==> src/rtl/ris_pkg.sv <==
`timescale 1ns / 1ps
// ---------------------------------------------------------------------------
// ris_pkg: shared types and constants for the resonator impedance sum
// Sequencer states, the saturating add and fixed widths.
// ---------------------------------------------------------------------------
package ris_pkg;

  localparam int unsigned FreqW  = 40;
  localparam int unsigned QW     = 32;
  localparam int unsigned SumW   = 64;
  localparam int unsigned DivW   = 128;
  localparam int unsigned DivCntW = 7;

  typedef enum logic [3:0] {
    ST_IDLE,
    ST_DIV_A,
    ST_DIV_B,
    ST_MUL_Y,
    ST_MUL_D,
    ST_DIV_RE,
    ST_MUL_P,
    ST_DIV_IM,
    ST_ACC,
    ST_OUT
  } state_e;

  // saturating signed add
  function automatic logic [SumW-1:0] sat_add(input logic [SumW-1:0] a,
                                              input logic [SumW-1:0] b);
    logic [SumW-1:0] s;
    s = a + b;
    if (!a[SumW-1] && !b[SumW-1] && s[SumW-1]) begin
      s = {1'b0, {(SumW-1){1'b1}}};
    end else if (a[SumW-1] && b[SumW-1] && !s[SumW-1]) begin
      s = {1'b1, {(SumW-1){1'b0}}};
    end
    return s;
  endfunction

endpackage

==> src/rtl/ris_if.sv <==
`timescale 1ns / 1ps
// ---------------------------------------------------------------------------
// ris_in_if / ris_out_if: valid-ready channels
// Input carries one resonator at one frequency; output the two sums.
// ---------------------------------------------------------------------------
interface ris_in_if;
  logic        valid;
  logic        ready;
  logic [39:0] frequency;
  logic [39:0] resonant_freq;
  logic [31:0] quality;
  logic [31:0] shunt;
  logic        last_resonator;
  modport source (output valid, frequency, resonant_freq, quality, shunt,
                  last_resonator, input ready);
  modport sink (input valid, frequency, resonant_freq, quality, shunt,
                last_resonator, output ready);
endinterface

interface ris_out_if;
  logic        valid;
  logic        ready;
  logic [63:0] real_sum;
  logic [63:0] imag_sum;
  modport source (output valid, real_sum, imag_sum, input ready);
  modport sink (input valid, real_sum, imag_sum, output ready);
endinterface

==> src/rtl/resonator_impedance_sum.sv <==
`timescale 1ns / 1ps
// ---------------------------------------------------------------------------
// resonator_impedance_sum: summed impedance of parallel RLC resonators
// Sequencer around a bit-serial divider and a two-bit-a-step multiplier.
// ---------------------------------------------------------------------------
// Usage: in_if carries one beat per resonator at one frequency point; beats
// are summed into signed Q48.16 real and imaginary accumulators with
// saturation. A beat with last_resonator set produces one out_if beat with
// both sums and clears them.
// One item at a time: ready is high only when the sequencer is idle.
// Per item: four divisions on the shared divider and three products on the
// shared multiplier, then ST_ACC. A non-last item makes ready return as the
// sequencer leaves ST_ACC; a last item's result becomes valid at that point.
// A zero frequency or resonant frequency skips the arithmetic, adds nothing
// to the sums and goes straight from ST_DIV_A to ST_ACC.
// The output beat is held in a register until taken; while the receiver
// stalls, no new item is accepted, and ready returns once ST_OUT sees the take.
// Reset clears both accumulators and the sequencer; the output goes invalid.
// ---------------------------------------------------------------------------
module resonator_impedance_sum
  import ris_pkg::*;
(
  input  logic clk_i,
  input  logic rst_ni,
  ris_in_if.sink    in_if,
  ris_out_if.source out_if
);

  state_e state_q, state_d;
  logic [FreqW-1:0] f_q, fr_q;
  logic [QW-1:0]    qf_q, r_q;
  logic             last_q;
  logic [SumW-1:0]  a_q, m_q, y_q;
  logic             neg_q;
  logic [DivW-1:0]  den_q, num_q;
  logic [SumW-1:0]  re_t_q;
  logic [SumW-1:0]  re_acc_q, im_acc_q;
  logic [SumW-1:0]  out_re_q, out_im_q;
  logic             out_v_q;
  logic             skip;

  logic            div_start, div_done;
  logic [DivW-1:0] div_num, div_den;
  logic [SumW-1:0] div_quot;
  logic            mul_start, mul_done;
  logic [SumW-1:0] mul_a, mul_b;
  logic [DivW-1:0] mul_prod;

  logic [SumW-1:0] b_val, m_val;
  logic            neg_val;
  logic [SumW-1:0] y_sat;
  logic [SumW-1:0] im_term;
  logic            accept, enter;

  assign accept = in_if.valid && in_if.ready;
  assign skip   = (f_q == '0) || (fr_q == '0);

  ris_div u_div (
    .clk_i  (clk_i),
    .rst_ni (rst_ni),
    .start_i(div_start),
    .num_i  (div_num),
    .den_i  (div_den),
    .done_o (div_done),
    .quot_o (div_quot)
  );

  ris_mul u_mul (
    .clk_i  (clk_i),
    .rst_ni (rst_ni),
    .start_i(mul_start),
    .a_i    (mul_a),
    .b_i    (mul_b),
    .done_o (mul_done),
    .prod_o (mul_prod)
  );

  // ST_IDLE moves on after accept; enter means first cycle in the new state
  logic entered_q;
  assign enter = !entered_q;

  always_comb begin
    state_d = state_q;
    unique case (state_q)
      ST_IDLE:   if (accept) state_d = ST_DIV_A;
      ST_DIV_A:  if (skip) state_d = ST_ACC;
                 else if (div_done) state_d = ST_DIV_B;
      ST_DIV_B:  if (div_done) state_d = ST_MUL_Y;
      ST_MUL_Y:  if (mul_done) state_d = ST_MUL_D;
      ST_MUL_D:  if (mul_done) state_d = ST_DIV_RE;
      ST_DIV_RE: if (div_done) state_d = ST_MUL_P;
      ST_MUL_P:  if (mul_done) state_d = ST_DIV_IM;
      ST_DIV_IM: if (div_done) state_d = ST_ACC;
      ST_ACC:    state_d = last_q ? ST_OUT : ST_IDLE;
      ST_OUT:    if (!out_v_q) state_d = ST_IDLE;
      default:   state_d = ST_IDLE;
    endcase
  end

  always_comb begin
    div_start = 1'b0;
    mul_start = 1'b0;
    div_num   = '0;
    div_den   = '0;
    mul_a     = '0;
    mul_b     = '0;
    unique case (state_q)
      ST_DIV_A: begin
        div_start = enter && !skip;
        div_num = {{(DivW-FreqW-24){1'b0}}, f_q, 24'd0};
        div_den = {{(DivW-FreqW){1'b0}}, fr_q};
      end
      ST_DIV_B: begin
        div_start = enter;
        div_num = {{(DivW-FreqW-24){1'b0}}, fr_q, 24'd0};
        div_den = {{(DivW-FreqW){1'b0}}, f_q};
      end
      ST_MUL_Y: begin
        mul_start = enter;
        mul_a = {{(SumW-QW){1'b0}}, qf_q};
        mul_b = m_q;
      end
      ST_MUL_D: begin
        mul_start = enter;
        mul_a = y_q;
        mul_b = y_q;
      end
      ST_DIV_RE: begin
        div_start = enter;
        div_num = {{(DivW-QW-40){1'b0}}, r_q, 40'd0};
        div_den = den_q;
      end
      ST_MUL_P: begin
        mul_start = enter;
        mul_a = {{(SumW-QW){1'b0}}, r_q};
        mul_b = y_q;
      end
      ST_DIV_IM: begin
        div_start = enter;
        div_num = {num_q[DivW-25:0], 24'd0};
        div_den = den_q;
      end
      default: ;
    endcase
  end

  // magnitude of a - b and the sign of x
  always_comb begin
    b_val   = div_quot;
    neg_val = a_q < b_val;
    m_val   = neg_val ? (b_val - a_q) : (a_q - b_val);
    // Y = floor(Q*m / 2^16), capped at 2^63 - 1
    if (mul_prod[DivW-1:SumW+16-1] != '0) y_sat = {1'b0, {(SumW-1){1'b1}}};
    else y_sat = mul_prod[SumW+16-1:16];
    im_term = neg_q ? div_quot : (~div_quot + 1'b1);
  end

  always_ff @(posedge clk_i or negedge rst_ni) begin
    if (!rst_ni) begin
      state_q   <= ST_IDLE;
      entered_q <= 1'b0;
      re_acc_q  <= '0;
      im_acc_q  <= '0;
      out_v_q   <= 1'b0;
    end else begin
      state_q   <= state_d;
      entered_q <= (state_d == state_q);
      if (out_v_q && out_if.ready) out_v_q <= 1'b0;
      if (state_q == ST_DIV_IM && div_done) begin
        re_acc_q <= sat_add(re_acc_q, re_t_q);
        im_acc_q <= sat_add(im_acc_q, im_term);
      end
      if (state_q == ST_ACC && last_q) begin
        out_v_q  <= 1'b1;
        re_acc_q <= '0;
        im_acc_q <= '0;
      end
    end
  end

  always_ff @(posedge clk_i) begin
    if (accept) begin
      f_q    <= in_if.frequency;
      fr_q   <= in_if.resonant_freq;
      qf_q   <= in_if.quality;
      r_q    <= in_if.shunt;
      last_q <= in_if.last_resonator;
    end
    if (state_q == ST_DIV_A && div_done) a_q <= div_quot;
    if (state_q == ST_DIV_B && div_done) begin
      m_q   <= m_val;
      neg_q <= neg_val;
    end
    if (state_q == ST_MUL_Y && mul_done) y_q <= y_sat;
    if (state_q == ST_MUL_D && mul_done) den_q <= mul_prod + (DivW'(1) << 32);
    if (state_q == ST_DIV_RE && div_done) re_t_q <= div_quot;
    if (state_q == ST_MUL_P && mul_done) num_q <= mul_prod;
    if (state_q == ST_ACC && last_q) begin
      out_re_q <= re_acc_q;
      out_im_q <= im_acc_q;
    end
  end

  assign in_if.ready     = (state_q == ST_IDLE);
  assign out_if.valid    = out_v_q;
  assign out_if.real_sum = out_re_q;
  assign out_if.imag_sum = out_im_q;

endmodule

==> src/rtl/ris_div.sv <==
`timescale 1ns / 1ps
// ---------------------------------------------------------------------------
// ris_div: restoring bit-serial divider
// One quotient bit per cycle over a 128 bit numerator; 64 bit quotient.
// ---------------------------------------------------------------------------
module ris_div
  import ris_pkg::*;
(
  input  logic              clk_i,
  input  logic              rst_ni,
  input  logic              start_i,
  input  logic [DivW-1:0]   num_i,
  input  logic [DivW-1:0]   den_i,
  output logic              done_o,
  output logic [SumW-1:0]   quot_o
);

  logic [DivW-1:0]    num_q, num_d;
  logic [DivW-1:0]    den_q, den_d;
  logic [DivW:0]      rem_q, rem_d;
  logic [SumW-1:0]    quot_q, quot_d;
  logic [DivCntW-1:0] cnt_q, cnt_d;
  logic               busy_q, busy_d, done_q, done_d;
  logic [DivW:0]      shifted;
  logic [DivW:0]      diff;

  always_comb begin
    shifted = {rem_q[DivW-1:0], num_q[DivW-1]};
    diff    = shifted - {1'b0, den_q};
    num_d   = num_q;
    den_d   = den_q;
    rem_d   = rem_q;
    quot_d  = quot_q;
    cnt_d   = cnt_q;
    busy_d  = busy_q;
    done_d  = 1'b0;
    if (start_i) begin
      num_d  = num_i;
      den_d  = den_i;
      rem_d  = '0;
      quot_d = '0;
      cnt_d  = '1;
      busy_d = 1'b1;
    end else if (busy_q) begin
      num_d = {num_q[DivW-2:0], 1'b0};
      if (!diff[DivW]) begin
        rem_d  = diff;
        quot_d = {quot_q[SumW-2:0], 1'b1};
      end else begin
        rem_d  = shifted;
        quot_d = {quot_q[SumW-2:0], 1'b0};
      end
      cnt_d = cnt_q - 1'b1;
      if (cnt_q == '0) begin
        busy_d = 1'b0;
        done_d = 1'b1;
      end
    end
  end

  always_ff @(posedge clk_i or negedge rst_ni) begin
    if (!rst_ni) begin
      busy_q <= 1'b0;
      done_q <= 1'b0;
      cnt_q  <= '0;
    end else begin
      busy_q <= busy_d;
      done_q <= done_d;
      cnt_q  <= cnt_d;
    end
  end

  always_ff @(posedge clk_i) begin
    num_q  <= num_d;
    den_q  <= den_d;
    rem_q  <= rem_d;
    quot_q <= quot_d;
  end

  assign done_o = done_q;
  assign quot_o = quot_q;

endmodule

==> src/rtl/ris_mul.sv <==
`timescale 1ns / 1ps
// ---------------------------------------------------------------------------
// ris_mul: shift-add multiplier, 64 x 64 to 128 bits
// Two multiplier bits per cycle.
// ---------------------------------------------------------------------------
module ris_mul
  import ris_pkg::*;
(
  input  logic              clk_i,
  input  logic              rst_ni,
  input  logic              start_i,
  input  logic [SumW-1:0]   a_i,
  input  logic [SumW-1:0]   b_i,
  output logic              done_o,
  output logic [DivW-1:0]   prod_o
);

  logic [DivW-1:0] acc_q, acc_d;
  logic [DivW-1:0] a_q, a_d;
  logic [SumW-1:0] b_q, b_d;
  logic [4:0]      cnt_q, cnt_d;
  logic            busy_q, busy_d, done_q, done_d;

  always_comb begin
    acc_d  = acc_q;
    a_d    = a_q;
    b_d    = b_q;
    cnt_d  = cnt_q;
    busy_d = busy_q;
    done_d = 1'b0;
    if (start_i) begin
      acc_d  = '0;
      a_d    = {{(DivW-SumW){1'b0}}, a_i};
      b_d    = b_i;
      cnt_d  = '1;
      busy_d = 1'b1;
    end else if (busy_q) begin
      acc_d = acc_q + (b_q[0] ? a_q : '0) + (b_q[1] ? {a_q[DivW-2:0], 1'b0} : '0);
      a_d   = {a_q[DivW-3:0], 2'b00};
      b_d   = {2'b00, b_q[SumW-1:2]};
      cnt_d = cnt_q - 1'b1;
      if (cnt_q == '0) begin
        busy_d = 1'b0;
        done_d = 1'b1;
      end
    end
  end

  always_ff @(posedge clk_i or negedge rst_ni) begin
    if (!rst_ni) begin
      busy_q <= 1'b0;
      done_q <= 1'b0;
      cnt_q  <= '0;
    end else begin
      busy_q <= busy_d;
      done_q <= done_d;
      cnt_q  <= cnt_d;
    end
  end

  always_ff @(posedge clk_i) begin
    acc_q <= acc_d;
    a_q   <= a_d;
    b_q   <= b_d;
  end

  assign done_o = done_q;
  assign prod_o = acc_q;

endmodule

==> src/flat_wrapper.sv <==
// flat-port wrapper written by rule: the top's interface ports become plain ports
module resonator_impedance_sum_flat import ris_pkg::*;
  (clk_i, rst_ni, in_if_valid, in_if_frequency, in_if_resonant_freq, in_if_quality, in_if_shunt, in_if_last_resonator, in_if_ready, out_if_valid, out_if_real_sum, out_if_imag_sum, out_if_ready);
  ris_in_if in_if_i ();
  ris_out_if out_if_i ();
  input  logic clk_i;
  input  logic rst_ni;
  input wire logic [$bits(in_if_i.valid)-1:0] in_if_valid;
  input wire logic [$bits(in_if_i.frequency)-1:0] in_if_frequency;
  input wire logic [$bits(in_if_i.resonant_freq)-1:0] in_if_resonant_freq;
  input wire logic [$bits(in_if_i.quality)-1:0] in_if_quality;
  input wire logic [$bits(in_if_i.shunt)-1:0] in_if_shunt;
  input wire logic [$bits(in_if_i.last_resonator)-1:0] in_if_last_resonator;
  output wire logic [$bits(in_if_i.ready)-1:0] in_if_ready;
  output wire logic [$bits(out_if_i.valid)-1:0] out_if_valid;
  output wire logic [$bits(out_if_i.real_sum)-1:0] out_if_real_sum;
  output wire logic [$bits(out_if_i.imag_sum)-1:0] out_if_imag_sum;
  input wire logic [$bits(out_if_i.ready)-1:0] out_if_ready;
  assign in_if_i.valid = in_if_valid;
  assign in_if_i.frequency = in_if_frequency;
  assign in_if_i.resonant_freq = in_if_resonant_freq;
  assign in_if_i.quality = in_if_quality;
  assign in_if_i.shunt = in_if_shunt;
  assign in_if_i.last_resonator = in_if_last_resonator;
  assign in_if_ready = in_if_i.ready;
  assign out_if_valid = out_if_i.valid;
  assign out_if_real_sum = out_if_i.real_sum;
  assign out_if_imag_sum = out_if_i.imag_sum;
  assign out_if_i.ready = out_if_ready;
  resonator_impedance_sum u_core (.clk_i(clk_i), .rst_ni(rst_ni), .in_if(in_if_i), .out_if(out_if_i));
endmodule
==> config.mk <==
export PLATFORM = sky130hd
export DESIGN_NAME = resonator_impedance_sum_flat
export DESIGN_NICKNAME = d
export VERILOG_FILES = /design/src/rtl/ris_pkg.sv /design/src/rtl/ris_if.sv /design/src/rtl/resonator_impedance_sum.sv /design/src/rtl/ris_div.sv /design/src/rtl/ris_mul.sv /design/src/flat_wrapper.sv
export SDC_FILE = /design/constraint.sdc
export NUM_CORES = 2
export LEC_CHECK = 0
export BUFFER_PORTS_ARGS = -buffer_cell sky130_fd_sc_hd__buf_4
export CAP_MARGIN = 20
export CORE_ASPECT_RATIO = 0.7
export CORE_MARGIN = 2
export CORE_UTILIZATION = 45
export DETAILED_ROUTE_END_ITERATION = 12
export SLEW_MARGIN = 20
export SYNTH_ARGS = -nofsm -noshare
export SYNTH_HDL_FRONTEND = slang
export SYNTH_SLANG_ARGS = --single-unit
==> constraint.sdc <==
create_clock -name clk_i -period 12.9 [get_ports clk_i]
set_clock_uncertainty 0.05 [all_clocks]
set_input_delay 0 -clock clk_i [delete_from_list [all_inputs] [get_ports clk_i]]
set_output_delay 0 -clock clk_i [all_outputs]
set_load 0.05 [all_outputs]
==> metrics.txt <==
outcome=finished, final reports clean; total wirelength of the detailed-routed design=344 mm; die area=223000 um^2; number of buffers inserted by hold repair at cts=slightly below 300; Placement Rows=about 140; height of the die=slightly below 400 um; post-cts resize count=0; Wirelength per Cell=about 25 um; destination of the worst register-to-register timing path=u_core.im_acc_q[48]; Yosys top cell by area=sky130_fd_sc_hd__edfxtp_1; first-pass iteration count of the detailed router=9; post-route ant nets=0; slowest cell delay on critical path=740 ps; number of antenna violations at the first check in global routing=47; largest net degree at the start of global routing=199; clock tree from TritonCTS=yes; mean number of vias per cell=6.07; minimum hold slack=231 ps; Cells after DPL=13.0k; via count of the first global-routing pass=76.1k; setup tns final=0 ps; Worst-path clk slew=70 ps; mean instance size in the synthesized netlist=9.65 um^2; Max FO, Critical Path=60; CTS Buf Count=between 150 and 200; Worst VDD drop=104 uV; Cells after Synth=roughly 10k; Final Slew Violations=0; Critical Path RT=13600 ps; number of setup buffers added after CTS=0; critical-path cell list=nor4_1 > nand3_1 > nor2_1 > and3_1 > and2_1 > nand2_1 > nor4_2 > and3_1 > and3_1 > a41oi_1 > xnor2_1 > ha_1 > a21o_1 > a21oi_1 > o21ai_1 > a221o_1 > nand3_1 > nand3_1 > xor2_2 > and3_4 > a21oi_1 > o21ai_1; Mapped Nets=11.0k; PortBufs=278; total global routing overflow=0; part of the total power dissipated in sequential elements=0.502; global-route wire length before repair=just over 500 mm; effective utilization at floorplan=0.454; Clk Latency, worst-skew pair=a little under 900 ps; final clock period utilization by the worst path=0.562; root cell of the clock tree=sky130_fd_sc_hd__clkbuf_16; vias post-DR=roughly 83k; layout net count=11.3k; CP Data Arrival Time=about 8000 ps; Max transition margin=0.166; Clock power frac=0.486; beginning of the worst register-to-register path=u_core.u_div.quot_o[7]; switching share of power=0.206; Power Internal=8.88 mW; final count of negative-setup-slack endpoints=0; number of synthesized register bits=~1.7k; Max Clk Rate=between 100 and 150 MHz; P_sw=~2.3 mW; proportion of register bits with asynchronous set or reset after synthesis=0.0906; drc violations=0; final weighted congestion of routability-driven global placement=roughly 0.99; power per cell area=around 99 nW/um^2; area growth from synthesis to final layout=13.9%; H-tree levels=4; iteration-0 DRC count of the detailed router=10.8k; TritonCTS Sinks=1656; horizontal die dimension=564 um; Netlist Area Pre-Place=98800 um^2; R2R depth=22; proportion of power drawn by combinational gates=0.012; post-synth cell types=105; top_reg_cell synth=sky130_fd_sc_hd__edfxtp_1; sequential share of the synthesized area=0.457; CP Class=flip-flop to flip-flop; Total GRT Usage=0.300; dominant cells by area after synthesis=sky130_fd_sc_hd__edfxtp_1, sky130_fd_sc_hd__dfxtp_1, sky130_fd_sc_hd__ha_1; type of destination of the critical path=flip-flop; final std cells w/o fill=13.6k; cell with the biggest individual delay on the critical path=sky130_fd_sc_hd__and3_4; list of most frequent post-synthesis cells=sky130_fd_sc_hd__edfxtp_1, sky130_fd_sc_hd__nand2_1, sky130_fd_sc_hd__a21oi_1; area of the core=218000 um^2; worst slew pin tran=1240 ps; startpoint kind of the worst setup timing path=flip-flop; area share of the largest cell type after synthesis=0.341; unrepaired setup endpoints after global routing=false; HPWL reported at the end of detailed placement=roughly 260 mm; number of fill cells in the layout=between 15k and 20k; leak pwr=46.1 nW; number of max-cap violations=0; most common cell in the netlist=sky130_fd_sc_hd__edfxtp_1; number of flops mapped to enable cells by yosys=1122; Synth warnings=0; Hold/Removal Path Class=input port to asynchronous set/reset pin; minimum period implied by the final worst setup slack=just over 7000 ps; Top-Level Pins=279; total chip power=11.2 mW; area of combinational cells with multiple inputs=49800 um^2; setup slack of the most critical reg-to-reg path=5650 ps; layout cell share with drive strength beyond 1=0.0762; deepest clock path buffer count=4; area taken by flip-flops and latches=about 45000 um^2; Hold Fails Final Rpt=0
[power groups by stage]
stage | Combinational (mW) | Sequential, mW | Clock, mW
6_report | 0.137 | 5.61 | 5.44
5_1_grt | 0.144 | 5.61 | 5.73
4_1_cts | 0.134 | 5.61 | 5.52
3_5_place_dp | 0.0559 | 5.72 | 0
3_3_place_gp | 0.0560 | 5.72 | 0
2_1_floorplan | 0.000108 | 5.72 | 0
[per-layer routing]
metal / GRT usage / share of wire
met5: 0 / 0.000087
met4: 0.0593 / 0.019
met3: 0.0712 / 0.11
met2: 0.381 / 0.37
met1: 0.497 / 0.49
[worst max path at each step]
stage / startpoint / endpoint / depth (start not counted)
final: u_core.u_div.quot_o[7] / u_core.im_acc_q[48] / 22
after detailed placement: u_core.u_div.quot_o[7] / u_core.im_acc_q[48] / 22
after CTS: u_core.u_div.quot_o[7] / u_core.im_acc_q[48] / 22
after global placement: u_core.u_div.quot_o[7] / u_core.im_acc_q[57] / 22
after floorplan: u_core.state_q[3] / u_core.im_acc_q[14] / 9
after global routing: u_core.u_div.quot_o[8] / u_core.im_acc_q[47] / 22
[cell type report]
type,instances,share of cell area
Antenna cell,8,0.000178
Clock buffer,238,0.0442
Clock inverter,85,0.00945
Inverter,482,0.0162
Multi-Input combinational cell,7522,0.442
Sequential cell,1656,0.401
Tap cell,2900,0.0322
Timing Repair Buffer,706,0.0541
[sequential cells by signal (all words and copies together), names as in the netlist, 104 cells and up]
signal               count
u_core.u_div.num_q     104
u_core.num_q           104
u_core.u_div.den_q     128
u_core.den_q           128
u_core.u_mul.prod_o    128
u_core.u_mul.a_q       128
u_core.u_div.rem_q     128
[critical path: cells and delay by family (launching register included)]
kind	cells	cell delay (ps)
AO/OA/AOI/OAI	7	1190
XOR/XNOR	2	630
flip-flops	1	370
AND/OR/NAND/NOR	12	4480
adder cells (fa/ha/maj)	1	350
[layout by cell type (no fill, tap or decap), drive strengths merged, types with 371 or more instances in the layout]
cell and instances:
a21oi 951, buf 411, dfxtp 384, edfxtp 1122, ha 520, inv 489, nand2 994, nor2 877
o21ai 679, xnor2 371
[cell families (layout without fill, tap and decap cells)]
logic type / after synthesis / in the layout / share of synthesized area
other: 1 / 9 / 0.0000380
XOR/XNOR: 578 / 578 / 0.0513
multiplexers: 261 / 261 / 0.0269
adder cells (fa/ha/maj): 652 / 652 / 0.0926
buffers and inverters: 1056 / 1511 / 0.0411
AO/OA/AOI/OAI: 2838 / 2838 / 0.179
AND/OR/NAND/NOR: 3192 / 3192 / 0.152
flip-flops: 1656 / 1656 / 0.457
[through the flow]
stage / cell area, um^2 / setup WS, ps / utilization
2_1_floorplan: 98800 / 1820 / -
3_3_place_gp: 103000 / 5730 / 0.476
3_5_place_dp: 103000 / 5630 / 0.476
4_1_cts: 112000 / 5510 / 0.517
5_1_grt: 113000 / 5260 / 0.517
6_report: 113000 / 5650 / 0.517
Note: power is estimated with default switching activity, not from simulation.
